File: config.mk
export PLATFORM = sky130hd
export DESIGN_NAME = lru_key_value_cache_unit_flat
export DESIGN_NICKNAME = d
export VERILOG_FILES = /design/src/rtl/lkvc_pkg.sv /design/src/rtl/lkvc_req_if.sv /design/src/rtl/lkvc_rsp_if.sv /design/src/rtl/lkvc_csr.sv /design/src/rtl/lkvc_core.sv /design/src/rtl/lru_key_value_cache_unit.sv /design/src/flat_wrapper.sv
export SDC_FILE = /design/constraint.sdc
export NUM_CORES = 1
export LEC_CHECK = 0
export BUFFER_PORTS_ARGS = -buffer_cell sky130_fd_sc_hd__buf_2
export CORE_UTILIZATION = 47
export CTS_BUF_LIST = sky130_fd_sc_hd__clkbuf_2 sky130_fd_sc_hd__clkbuf_4 sky130_fd_sc_hd__clkbuf_8
export DETAILED_ROUTE_END_ITERATION = 8
export PLACE_DENSITY_LB_ADDON = 0.15
export SETUP_SLACK_MARGIN = 0.05
export SLEW_MARGIN = 20
export SYNTH_ARGS = -nofsm -noshare
export SYNTH_HDL_FRONTEND = slang
export SYNTH_SLANG_ARGS = --single-unit
File: constraint.sdc
create_clock -name clock -period 5.1 [get_ports clock]
set_clock_uncertainty 0.05 [all_clocks]
set_input_delay 0.51 -clock clock [delete_from_list [all_inputs] [get_ports clock]]
set_output_delay 0.51 -clock clock [all_outputs]
set_load 0.1 [all_outputs]
File: src/rtl/lkvc_pkg.sv
// ----------------------------------------------------------------------------
// lkvc_pkg
// Shared types and constants of the LRU key-value cache unit.
// ----------------------------------------------------------------------------
`default_nettype none

package lkvc_pkg;

   // Field widths of the request and response channels
   localparam int KIND_BITS  = 1;
   localparam int KEY_BITS   = 16;
   localparam int VALUE_BITS = 16;

   // Default sizes of the entry array
   localparam int ENTRIES_DEFAULT     = 16;
   localparam int KEY_WIDTH_DEFAULT   = 16;
   localparam int VALUE_WIDTH_DEFAULT = 16;

   // Configuration register file
   localparam int CSR_ADDR_BITS = 3;
   localparam int CSR_DATA_BITS = 32;
   localparam int CAP_BITS      = 5;
   localparam logic [CAP_BITS-1:0] CAP_RESET = 5'd16;

   // Register indexes
   localparam logic CSR_CAPACITY = 1'b0;

   // Operation codes
   localparam logic KIND_GET = 1'b0;
   localparam logic KIND_PUT = 1'b1;

   typedef struct packed {
      logic                  kind;
      logic [KEY_BITS-1:0]   key;
      logic [VALUE_BITS-1:0] value;
   } lkvc_req_type;

   typedef struct packed {
      logic                  found;
      logic [VALUE_BITS-1:0] read_value;
   } lkvc_rsp_type;

endpackage

`default_nettype wire

File: src/rtl/lkvc_req_if.sv
// ----------------------------------------------------------------------------
// lkvc_req_if
// Request channel: valid/ready handshake with kind, key and value.
// ----------------------------------------------------------------------------
`default_nettype none

interface lkvc_req_if;
   logic                           valid;
   logic                           ready;
   logic                           kind;
   logic [lkvc_pkg::KEY_BITS-1:0]   key;
   logic [lkvc_pkg::VALUE_BITS-1:0] value;

   modport source (output valid, output kind, output key, output value, input ready);
   modport sink   (input valid, input kind, input key, input value, output ready);
endinterface

`default_nettype wire

File: src/rtl/lkvc_rsp_if.sv
// ----------------------------------------------------------------------------
// lkvc_rsp_if
// Response channel: valid/ready handshake with found and read_value.
// ----------------------------------------------------------------------------
`default_nettype none

interface lkvc_rsp_if;
   logic                           valid;
   logic                           ready;
   logic                           found;
   logic [lkvc_pkg::VALUE_BITS-1:0] read_value;

   modport source (output valid, output found, output read_value, input ready);
   modport sink   (input valid, input found, input read_value, output ready);
endinterface

`default_nettype wire

File: src/rtl/lkvc_csr.sv
// ----------------------------------------------------------------------------
// lkvc_csr
// APB-style register port holding the capacity register.
// ----------------------------------------------------------------------------
`default_nettype none

module lkvc_csr (
   input  wire logic                               clock,
   input  wire logic                               reset,
   input  wire logic                               psel,
   input  wire logic                               penable,
   input  wire logic                               pwrite,
   input  wire logic [lkvc_pkg::CSR_ADDR_BITS-1:0] paddr,
   input  wire logic [lkvc_pkg::CSR_DATA_BITS-1:0] pwdata,
   output      logic [lkvc_pkg::CSR_DATA_BITS-1:0] prdata,
   output      logic                               pready,
   output      logic [lkvc_pkg::CAP_BITS-1:0]      capacity
);

   logic [lkvc_pkg::CAP_BITS-1:0] capacity_ff;
   logic [lkvc_pkg::CAP_BITS-1:0] capacity_in;
   logic                          sel_capacity;

   assign sel_capacity = (paddr[2] == lkvc_pkg::CSR_CAPACITY);
   assign pready       = 1'b1;

   always_comb begin
      capacity_in = capacity_ff;
      if (psel && penable && pwrite && sel_capacity) begin
         capacity_in = pwdata[lkvc_pkg::CAP_BITS-1:0];
      end
   end

   always_ff @(posedge clock) begin
      if (reset) begin
         capacity_ff <= lkvc_pkg::CAP_RESET;
      end else begin
         capacity_ff <= capacity_in;
      end
   end

   always_comb begin
      prdata = '0;
      if (sel_capacity) begin
         prdata = lkvc_pkg::CSR_DATA_BITS'(capacity_ff);
      end
   end

   assign capacity = capacity_ff;

endmodule

`default_nettype wire

File: src/rtl/lkvc_core.sv
// ----------------------------------------------------------------------------
// lkvc_core
// Entry array with parallel key match, recency ranks and LRU replacement.
// ----------------------------------------------------------------------------
`default_nettype none

module lkvc_core #(
   parameter int ENTRIES     = lkvc_pkg::ENTRIES_DEFAULT,
   parameter int KEY_WIDTH   = lkvc_pkg::KEY_WIDTH_DEFAULT,
   parameter int VALUE_WIDTH = lkvc_pkg::VALUE_WIDTH_DEFAULT
) (
   input  wire logic                          clock,
   input  wire logic                          reset,
   input  wire logic [lkvc_pkg::CAP_BITS-1:0] capacity,
   input  wire logic                          enable,
   input  wire lkvc_pkg::lkvc_req_type        cmd,
   output      lkvc_pkg::lkvc_rsp_type        result
);

   localparam int RANK_W = (ENTRIES > 1) ? $clog2(ENTRIES) : 1;
   localparam int FILL_W = $clog2(ENTRIES + 1);

   logic [ENTRIES-1:0]     valid_ff;
   logic [ENTRIES-1:0]     valid_in;
   logic [KEY_WIDTH-1:0]   key_ff   [ENTRIES];
   logic [KEY_WIDTH-1:0]   key_in   [ENTRIES];
   logic [VALUE_WIDTH-1:0] value_ff [ENTRIES];
   logic [VALUE_WIDTH-1:0] value_in [ENTRIES];
   logic [RANK_W-1:0]      rank_ff  [ENTRIES];
   logic [RANK_W-1:0]      rank_in  [ENTRIES];
   logic [FILL_W-1:0]      fill_ff;
   logic [FILL_W-1:0]      fill_in;

   logic [31:0]            key_wide;
   logic [31:0]            value_wide;
   logic [31:0]            read_wide;
   logic [KEY_WIDTH-1:0]   cmd_key;
   logic [VALUE_WIDTH-1:0] cmd_value;

   logic [ENTRIES-1:0]     hit_vec;
   logic [ENTRIES-1:0]     victim_vec;
   logic [ENTRIES-1:0]     free_vec;
   logic [ENTRIES-1:0]     free_first;
   logic [ENTRIES-1:0]     target_vec;
   logic [VALUE_WIDTH-1:0] hit_value;
   logic [RANK_W-1:0]      hit_rank;
   logic [FILL_W-1:0]      fill_last;
   logic [FILL_W-1:0]      eff_cap;
   logic [FILL_W-1:0]      limit;
   logic                   hit;
   logic                   is_put;
   logic                   evict;
   logic                   insert;
   logic                   update;

   assign key_wide   = 32'(cmd.key);
   assign value_wide = 32'(cmd.value);
   assign cmd_key    = key_wide[KEY_WIDTH-1:0];
   assign cmd_value  = value_wide[VALUE_WIDTH-1:0];
   assign is_put     = (cmd.kind == lkvc_pkg::KIND_PUT);

   // ranks of valid entries always form 0..fill-1, so the LRU entry holds fill-1
   assign fill_last  = fill_ff - FILL_W'(1);
   assign free_vec   = ~valid_ff;
   assign free_first = free_vec & (~free_vec + ENTRIES'(1));

   always_comb begin
      hit_value = '0;
      hit_rank  = '0;
      for (int i = 0; i < ENTRIES; i++) begin
         hit_vec[i]    = valid_ff[i] && (key_ff[i] == cmd_key);
         victim_vec[i] = valid_ff[i] && (FILL_W'(rank_ff[i]) == fill_last);
         if (hit_vec[i]) begin
            hit_value = hit_value | value_ff[i];
            hit_rank  = hit_rank | rank_ff[i];
         end
      end
   end

   always_comb begin
      if (capacity == '0) begin
         eff_cap = FILL_W'(1);
      end else if (32'(capacity) > 32'(ENTRIES)) begin
         eff_cap = FILL_W'(ENTRIES);
      end else begin
         eff_cap = FILL_W'(capacity);
      end
   end

   assign hit    = |hit_vec;
   assign evict  = !hit && is_put && (fill_ff >= eff_cap) && (fill_ff != '0);
   assign insert = !hit && is_put && !evict && (|free_vec);
   assign update = enable && (hit || evict || insert);

   always_comb begin
      if (hit) begin
         target_vec = hit_vec;
         limit      = FILL_W'(hit_rank);
      end else if (evict) begin
         target_vec = victim_vec;
         limit      = fill_last;
      end else if (insert) begin
         target_vec = free_first;
         limit      = fill_ff;
      end else begin
         target_vec = '0;
         limit      = '0;
      end
   end

   always_comb begin
      valid_in = valid_ff;
      fill_in  = fill_ff;
      for (int i = 0; i < ENTRIES; i++) begin
         key_in[i]   = key_ff[i];
         value_in[i] = value_ff[i];
         rank_in[i]  = rank_ff[i];
         if (update) begin
            if (target_vec[i]) begin
               rank_in[i] = '0;
               if (is_put) begin
                  key_in[i]   = cmd_key;
                  value_in[i] = cmd_value;
               end
               if (insert) begin
                  valid_in[i] = 1'b1;
               end
            end else if (valid_ff[i] && (FILL_W'(rank_ff[i]) < limit)) begin
               rank_in[i] = rank_ff[i] + RANK_W'(1);
            end
         end
      end
      if (update && insert) begin
         fill_in = fill_ff + FILL_W'(1);
      end
   end

   always_ff @(posedge clock) begin
      if (reset) begin
         valid_ff <= '0;
         fill_ff  <= '0;
      end else begin
         valid_ff <= valid_in;
         fill_ff  <= fill_in;
      end
   end

   always_ff @(posedge clock) begin
      for (int i = 0; i < ENTRIES; i++) begin
         key_ff[i]   <= key_in[i];
         value_ff[i] <= value_in[i];
         rank_ff[i]  <= rank_in[i];
      end
   end

   assign read_wide         = 32'(hit_value);
   assign result.found      = hit;
   assign result.read_value = (hit && !is_put) ? read_wide[lkvc_pkg::VALUE_BITS-1:0] : '0;

endmodule

`default_nettype wire

File: src/rtl/lru_key_value_cache_unit.sv
// ----------------------------------------------------------------------------
// lru_key_value_cache_unit
// Fully associative key-value cache with least-recently-used replacement.
// ----------------------------------------------------------------------------
// Takes one get or put request per clock while the response side is not
// stalled and returns exactly one response per request: the request is
// captured in a request register, all entries are compared in parallel
// and ranks, key and value are updated in the same cycle as the compare,
// and the response is held in an output register. Throughput is one
// request per cycle when responses are not stalled, set by the combinational
// match and rank update across all ENTRIES entries. No clearing pass is
// needed after reset; the entries start invalid at once. The capacity
// register (address 0) limits the number of entries used before eviction;
// 0 acts as 1 and values above ENTRIES act as ENTRIES. Write it only while the unit is idle.
`default_nettype none

module lru_key_value_cache_unit #(
   parameter int ENTRIES     = lkvc_pkg::ENTRIES_DEFAULT,
   parameter int KEY_WIDTH   = lkvc_pkg::KEY_WIDTH_DEFAULT,
   parameter int VALUE_WIDTH = lkvc_pkg::VALUE_WIDTH_DEFAULT
) (
   input  wire logic                               clock,
   input  wire logic                               reset,
   lkvc_req_if.sink                                req_port,
   lkvc_rsp_if.source                              rsp_port,
   input  wire logic                               psel,
   input  wire logic                               penable,
   input  wire logic                               pwrite,
   input  wire logic [lkvc_pkg::CSR_ADDR_BITS-1:0] paddr,
   input  wire logic [lkvc_pkg::CSR_DATA_BITS-1:0] pwdata,
   output      logic [lkvc_pkg::CSR_DATA_BITS-1:0] prdata,
   output      logic                               pready
);

   logic [lkvc_pkg::CAP_BITS-1:0] capacity;
   logic                          stage_valid_ff;
   logic                          stage_valid_in;
   lkvc_pkg::lkvc_req_type        stage_ff;
   lkvc_pkg::lkvc_req_type        stage_in;
   logic                          out_valid_ff;
   logic                          out_valid_in;
   lkvc_pkg::lkvc_rsp_type        out_ff;
   lkvc_pkg::lkvc_rsp_type        out_in;
   lkvc_pkg::lkvc_rsp_type        core_result;
   logic                          advance;
   logic                          take;

   lkvc_csr u_csr (
      .clock    (clock),
      .reset    (reset),
      .psel     (psel),
      .penable  (penable),
      .pwrite   (pwrite),
      .paddr    (paddr),
      .pwdata   (pwdata),
      .prdata   (prdata),
      .pready   (pready),
      .capacity (capacity)
   );

   lkvc_core #(
      .ENTRIES     (ENTRIES),
      .KEY_WIDTH   (KEY_WIDTH),
      .VALUE_WIDTH (VALUE_WIDTH)
   ) u_core (
      .clock    (clock),
      .reset    (reset),
      .capacity (capacity),
      .enable   (advance),
      .cmd      (stage_ff),
      .result   (core_result)
   );

   assign advance        = stage_valid_ff && (!out_valid_ff || rsp_port.ready);
   assign req_port.ready = !stage_valid_ff || advance;
   assign take           = req_port.valid && req_port.ready;

   always_comb begin
      stage_valid_in = stage_valid_ff;
      stage_in       = stage_ff;
      out_valid_in   = out_valid_ff;
      out_in         = out_ff;
      if (out_valid_ff && rsp_port.ready) begin
         out_valid_in = 1'b0;
      end
      if (advance) begin
         out_valid_in   = 1'b1;
         out_in         = core_result;
         stage_valid_in = 1'b0;
      end
      if (take) begin
         stage_valid_in = 1'b1;
         stage_in.kind  = req_port.kind;
         stage_in.key   = req_port.key;
         stage_in.value = req_port.value;
      end
   end

   always_ff @(posedge clock) begin
      if (reset) begin
         stage_valid_ff <= 1'b0;
         out_valid_ff   <= 1'b0;
      end else begin
         stage_valid_ff <= stage_valid_in;
         out_valid_ff   <= out_valid_in;
      end
   end

   always_ff @(posedge clock) begin
      stage_ff <= stage_in;
      out_ff   <= out_in;
   end

   assign rsp_port.valid      = out_valid_ff;
   assign rsp_port.found      = out_ff.found;
   assign rsp_port.read_value = out_ff.read_value;

endmodule

`default_nettype wire
File: src/flat_wrapper.sv
// flat-port wrapper written by rule: the top's interface ports become plain ports
module lru_key_value_cache_unit_flat 
#(
   parameter int ENTRIES     = lkvc_pkg::ENTRIES_DEFAULT,
   parameter int KEY_WIDTH   = lkvc_pkg::KEY_WIDTH_DEFAULT,
   parameter int VALUE_WIDTH = lkvc_pkg::VALUE_WIDTH_DEFAULT
)
  (clock, reset, psel, penable, pwrite, paddr, pwdata, prdata, pready, req_port_valid, req_port_kind, req_port_key, req_port_value, req_port_ready, rsp_port_valid, rsp_port_found, rsp_port_read_value, rsp_port_ready);
  lkvc_req_if req_port_i ();
  lkvc_rsp_if rsp_port_i ();
  input  wire logic clock;
  input  wire logic reset;
  input  wire logic psel;
  input  wire logic penable;
  input  wire logic pwrite;
  input  wire logic [lkvc_pkg::CSR_ADDR_BITS-1:0] paddr;
  input  wire logic [lkvc_pkg::CSR_DATA_BITS-1:0] pwdata;
  output      logic [lkvc_pkg::CSR_DATA_BITS-1:0] prdata;
  output      logic pready;
  input wire logic [$bits(req_port_i.valid)-1:0] req_port_valid;
  input wire logic [$bits(req_port_i.kind)-1:0] req_port_kind;
  input wire logic [$bits(req_port_i.key)-1:0] req_port_key;
  input wire logic [$bits(req_port_i.value)-1:0] req_port_value;
  output wire logic [$bits(req_port_i.ready)-1:0] req_port_ready;
  output wire logic [$bits(rsp_port_i.valid)-1:0] rsp_port_valid;
  output wire logic [$bits(rsp_port_i.found)-1:0] rsp_port_found;
  output wire logic [$bits(rsp_port_i.read_value)-1:0] rsp_port_read_value;
  input wire logic [$bits(rsp_port_i.ready)-1:0] rsp_port_ready;
  assign req_port_i.valid = req_port_valid;
  assign req_port_i.kind = req_port_kind;
  assign req_port_i.key = req_port_key;
  assign req_port_i.value = req_port_value;
  assign req_port_ready = req_port_i.ready;
  assign rsp_port_valid = rsp_port_i.valid;
  assign rsp_port_found = rsp_port_i.found;
  assign rsp_port_read_value = rsp_port_i.read_value;
  assign rsp_port_i.ready = rsp_port_ready;
  lru_key_value_cache_unit #(.ENTRIES(ENTRIES), .KEY_WIDTH(KEY_WIDTH), .VALUE_WIDTH(VALUE_WIDTH)) u_core (.clock(clock), .reset(reset), .req_port(req_port_i), .rsp_port(rsp_port_i), .psel(psel), .penable(penable), .pwrite(pwrite), .paddr(paddr), .pwdata(pwdata), .prdata(prdata), .pready(pready));
endmodule
==> Word-level counts from Yosys, hierarchy flattened <==
Memories as Yosys holds them, arrays and structs flattened.
Cells that the tools add are included.
{ "op_classes": {"add_sub_neg": 19, "mul": 0, "n_div": 0, "n_lt_le_gt_ge": 18, "n_eq_ne": 32, "shift": 0, "muxes": 189, "n_bitwise": 34, "reduce_logical": 93} }
{ "ops": {"columns": ["operator", "n"], "rows": [
  ["$mux W16", 115],
  ["$eq A16 B16 Y1", 16],
  ["$mux W4", 64],
  ["$or A16 B16 Y16", 15],
  ["$eq A4 B5 Y1", 16],
  ["$lt A4 B5 Y1", 16],
  ["$add A4 B1 Y4 const B", 16],
  ["$logic_and A1 B1 Y1", 62],
  ["$or A4 B4 Y4", 15],
  ["$reduce_and A3 Y1", 16],
  ["$not A16 Y16", 2],
  ["$reduce_or A16 Y1", 2],
  ["$mux W5", 6],
  ["$add A16 B1 Y16 const B", 1],
  ["$and A16 B16 Y16", 1],
  ["$add A5 B1 Y5 const B", 1],
  ["$ge A5 B5 Y1", 1],
  ["$gt A5 B5 Y1 const B", 1],
  ["$logic_not A1 Y1", 5],
  ["$logic_not A5 Y1", 1],
  ["$reduce_bool A5 Y1", 1],
  ["$sub A5 B1 Y5 const B", 1],
  ["$logic_or A1 B1 Y1", 4],
  ["$mux W1", 4],
  ["other kinds (2)", 3]
]} }
{ "word_totals": {"reg_bits": 78, "latch_bits": 0, "ramBits": 576, "romBits": 0, "input_bits": 75, "memories": 3} }
{ "memory_table": {"columns": ["memory", "depth", "width", "rd", "rd_ports_with_merged_regs", "wr", "line", "text"], "rows": [
  ["u_core.u_core.key_ff", 16, 16, 16, 0, 16, "lkvc_core.sv:25", "logic [KEY_WIDTH-1:0] key_ff [ENTRIES];"],
  ["u_core.u_core.value_ff", 16, 16, 16, 0, 16, "lkvc_core.sv:27", "logic [VALUE_WIDTH-1:0] value_ff [ENTRIES];"],
  ["u_core.u_core.rank_ff", 16, 4, 16, 0, 16, "lkvc_core.sv:29", "logic [RANK_W-1:0] rank_ff [ENTRIES];"]
]} }

==> Longest topological paths before layout <==
An unclocked memory read counts as a cell.
{ "depth": {"word_depth": 40, "mapped_depth": 20, "depth_no_buf": 19} }

==> Cells and area by module <==
Synthesis repeated with hierarchy kept, for this count alone.
{ "unflattened": {"hier_cells": 2065, "hier_area_um2": 29736.0} }
{ "by_module_without_submodules": {"columns": ["module", "instances", "cells_each", "area_each_um2", "seq_area_each_um2"], "rows": [
  ["lkvc_core", 1, 1947, 27636.5, 17717.0],
  ["lru_key_value_cache_unit", 1, 60, 1605.3, 1541.5],
  ["lkvc_csr", 1, 58, 494.2, 100.1]
]} }

==> Least setup slack after synthesis <==
Ideal clock, no wire load.
{ "synth_timing": {"kind": "flip-flop to flip-flop", "from": "register u_core.stage_ff[18] (netlist name)", "to": "memory u_core.u_core.rank_ff[0][28] (netlist name), enable pin", "setup_time_ns": 0.347, "arrival_ns": 4.708, "t_required_ns": 4.703, "setup_slack_ns": -0.005, "path_stages_with_launch": 19, "n_path_buf": 5, "period_less_slack_ns": 5.105, "cell_sequence": "edfxtp_1 > buf_6 > buf_6 > xor2_1 > nor4_1 > nand4_1 > o22ai_1 > nor4_1 > and2_1 > buf_6 > buf_2 > buf_2 > o21ai_0 > ha_1 > a21o_1 > a21o_1 > a21oi_1 > o31ai_1 > a31oi_1"} }
{ "synth_rtl": {"columns": ["element", "line"], "rows": [
  ["to (decl)", "lkvc_core.sv:29"]
]} }

==> flow_summary.ini <==
[run_status]
outcome = finished clean

[clocking]
cts_tree = built
clk_pin_slew_worst_paths_ns = 0.06
clock_latency_ns = 0.73
cts_buffers = 106
cts_max_level = 3
root_buffer = clkbuf_8
clockBufferDepth = 3
cts.sinks = 654

[sta]
report.final.slew_viol_count = 0
fin_crit_ns = 4.79
tns_ns = 0
max_freq_ghz = 0.209
hold_viol_final = 0
tightestPinTransition_ns = 0.962
grt_setup_unrepaired = no
final-setup-viol-count = 0
fin_ws_ns = 0.310
slew_headroom = 0.352
finalCritPeriodShare = 0.939

[logic_synthesis]
synth_cell_types = 81
ys_seq_area_frac = 0.649
ys_seq_elements = 654
synthArstFlopShare = 0
synth_edf_count = 626
netlist_area_um2 = 29800
synth_top_flop_cell = edfxtp_1
synth.avg_cell_area_um2 = 14.0
synthCells = 2133
ys_warn_count = 0

[pwr]
power_density_nw_per_um2 = 322
leakage_nw = 11.9
peakVddDrop_mv = 0.253

[setup_path]
worstPathArrival_ns = 5.09
startpoint = u_core.stage_ff[23]
crit_end = u_core.u_core.rank_ff[0][15]
worstPathRequired_ns = 5.40
crit_type = flip-flop to flip-flop
cp-end-kind = flip-flop
reg2reg_from = u_core.stage_ff[23]
worst-r2r-cell-count = 16
path_max_fanout = 32
startpoint_type = flip-flop
timing.reg2reg.setup_slack_ns = 0.31
worstReg2RegEnd = u_core.u_core.rank_ff[0][15]

[die]
dieWidth_um = 254
dieArea_um2 = 64500
core-area_um2 = 62200
rows = 91
io_pins = 127
die_h_um = 254
start_util = 0.480

[drt]
remaining_drc_errors = 0
wl_um = 82900
wl_per_cell_um = 25.2
via_count = 18960
avgViaCountPerCell = 5.76
drt_iter0_drc = 1813
first_pass_iters = 5
ant_nets = 0

[place]
dp_slack_ns = 0.112
place_inst = 3041
gp_congestion = 0.940
portBuffers = 69
place_hpwl_um = 51400

[min_path]
hold_depth = 4
min-delay-start = rsp_port_ready
hp-class = input pin to flip-flop

[cells_and_area]
layout-drive-gt1-share = 0.171
final_common_cell = edfxtp_1
fin_util = 0.550
nets = 2511
instances_no_fill = 3289
syn_to_final_growth_pct = 14.5
final_cell_mix = 626 x edfxtp_1, 199 x xor2_1, 157 x xnor2_1

[grt]
grt_util_met3 = 0.0474
grt_pass1_vias = 18907
grt_remaining_overflow = 0
antenna_found_initial = 1
grt_pass1_wl_um = 123000
grt_max_degree = 37
grtUsageMet1 = 0.362
grtUsageMet2 = 0.409
grt.total_usage = 0.262
grt-busiest-layer = met2

[job]
drv_cap = 0
routing by layer:
metal  share of wire  up-vias
li1                -     8545
met2            0.46      762
met1            0.43     9474
met5               0        -
met3           0.072      179
met4           0.035        0
state kept, by name (all words and copies together) (netlist names):
name / count
u_core.u_core.rank_ff: 64
u_core.rsp_port.found: 1
u_core.u_core.valid_ff: 16
u_core.rsp_port.valid: 1
u_core.u_core.fill_ff: 5
u_core.u_csr.capacity: 5
u_core.rsp_port.read_value: 16
u_core.stage_ff: 33
u_core.u_core.key_ff: 256
u_core.u_core.value_ff: 256
u_core.stage_valid_ff: 1
logic make-up after synthesis:
logic type               count (synthesis)  share of synthesized area
AND/OR/NAND/NOR                        544                     0.0950
multiplexers                             6                    0.00201
AO/OA/AOI/OAI                          346                     0.0859
XOR/XNOR                               359                      0.106
flip-flops                             654                      0.649
buffers and inverters                  151                     0.0323
adder cells (fa/ha/maj)                 71                     0.0298
other                                    2                   0.000252
critical path, stage by stage (launching register included):
cell and delay, ns:
edfxtp_1 0.37, buf_4 0.29, xnor2_1 0.41, nand4_1 0.14, nor4_1 0.53, a32oi_1 0.18
and4_1 0.25, and2_2 0.28, buf_4 0.20, o21ai_1 0.18, buf_4 0.24, ha_1 0.27
a21o_1 0.18, a21o_1 0.17, a21oi_1 0.14, o31ai_1 0.08, a31oi_1 0.42
where the power goes:
part | internal, W | switching, W
Combinational | 0.000172 | 0.000398
Sequential | 0.00590 | 0.0000412
Clock | 0.00237 | 0.00211
Total | 0.00845 | 0.00255
synth_stat cells, types with 23 or more instances:
cell type / n / area share
xnor2_1: 157 / 0.046
o21ai_0: 29 / 0.0049
ha_1: 71 / 0.030
nand2_1: 76 / 0.0096
a21oi_1: 38 / 0.0064
xor2_1: 200 / 0.059
buf_6: 23 / 0.0087
nand4_1: 60 / 0.013
nor3_1: 58 / 0.0097
a22oi_1: 114 / 0.029
dfxtp_1: 28 / 0.019
nand3_1: 77 / 0.013
buf_4: 50 / 0.013
buf_2: 27 / 0.0045
nor4_1: 32 / 0.0067
clkbuf_1: 27 / 0.0034
edfxtp_1: 626 / 0.63
nor2_1: 140 / 0.018
through the flow:
step	instance area, um^2	total power (W)	hold slack, ns
after detailed placement	31500	0.00659	0.426
after global placement	31500	0.00658	0.424
final	34200	0.0110	0.0635
after CTS	34000	0.0111	0.00922
after floorplan	29900	0.00646	0.409
after global routing	34200	0.0114	0.0630
how the worst min path moves through the flow:
| stage | to | slack [ns] |
|---|---|---|
| after floorplan | u_core.u_csr.capacity[4] | 0.41 |
| after global placement | u_core.u_csr.capacity[4] | 0.42 |
| after detailed placement | u_core.u_csr.capacity[4] | 0.43 |
| after CTS | u_core.rsp_port.valid | 0.009 |
| after global routing | u_core.u_csr.capacity[4] | 0.06 |
| final | u_core.rsp_port.valid | 0.06 |
layout make-up:
class	instances	area, um^2
Antenna cell	2	5.00
Clock buffer	133	1670
Clock inverter	60	403
Fill cell	5181	28000
Inverter	22	83.8
Multi-Input combinational cell	1354	9760
Sequential cell	654	19400
Tap cell	837	1050
Timing Repair Buffer	227	1840
what timing repair did:
action                                  4_1_cts  5_1_grt
hold buffers                                 38        0
buffers inserted                              0       15
endpoints found under the setup margin        0       48
resized for setup                             0        8
hold endpoints to repair                     38        0
(Power assumes the default switching activity.)
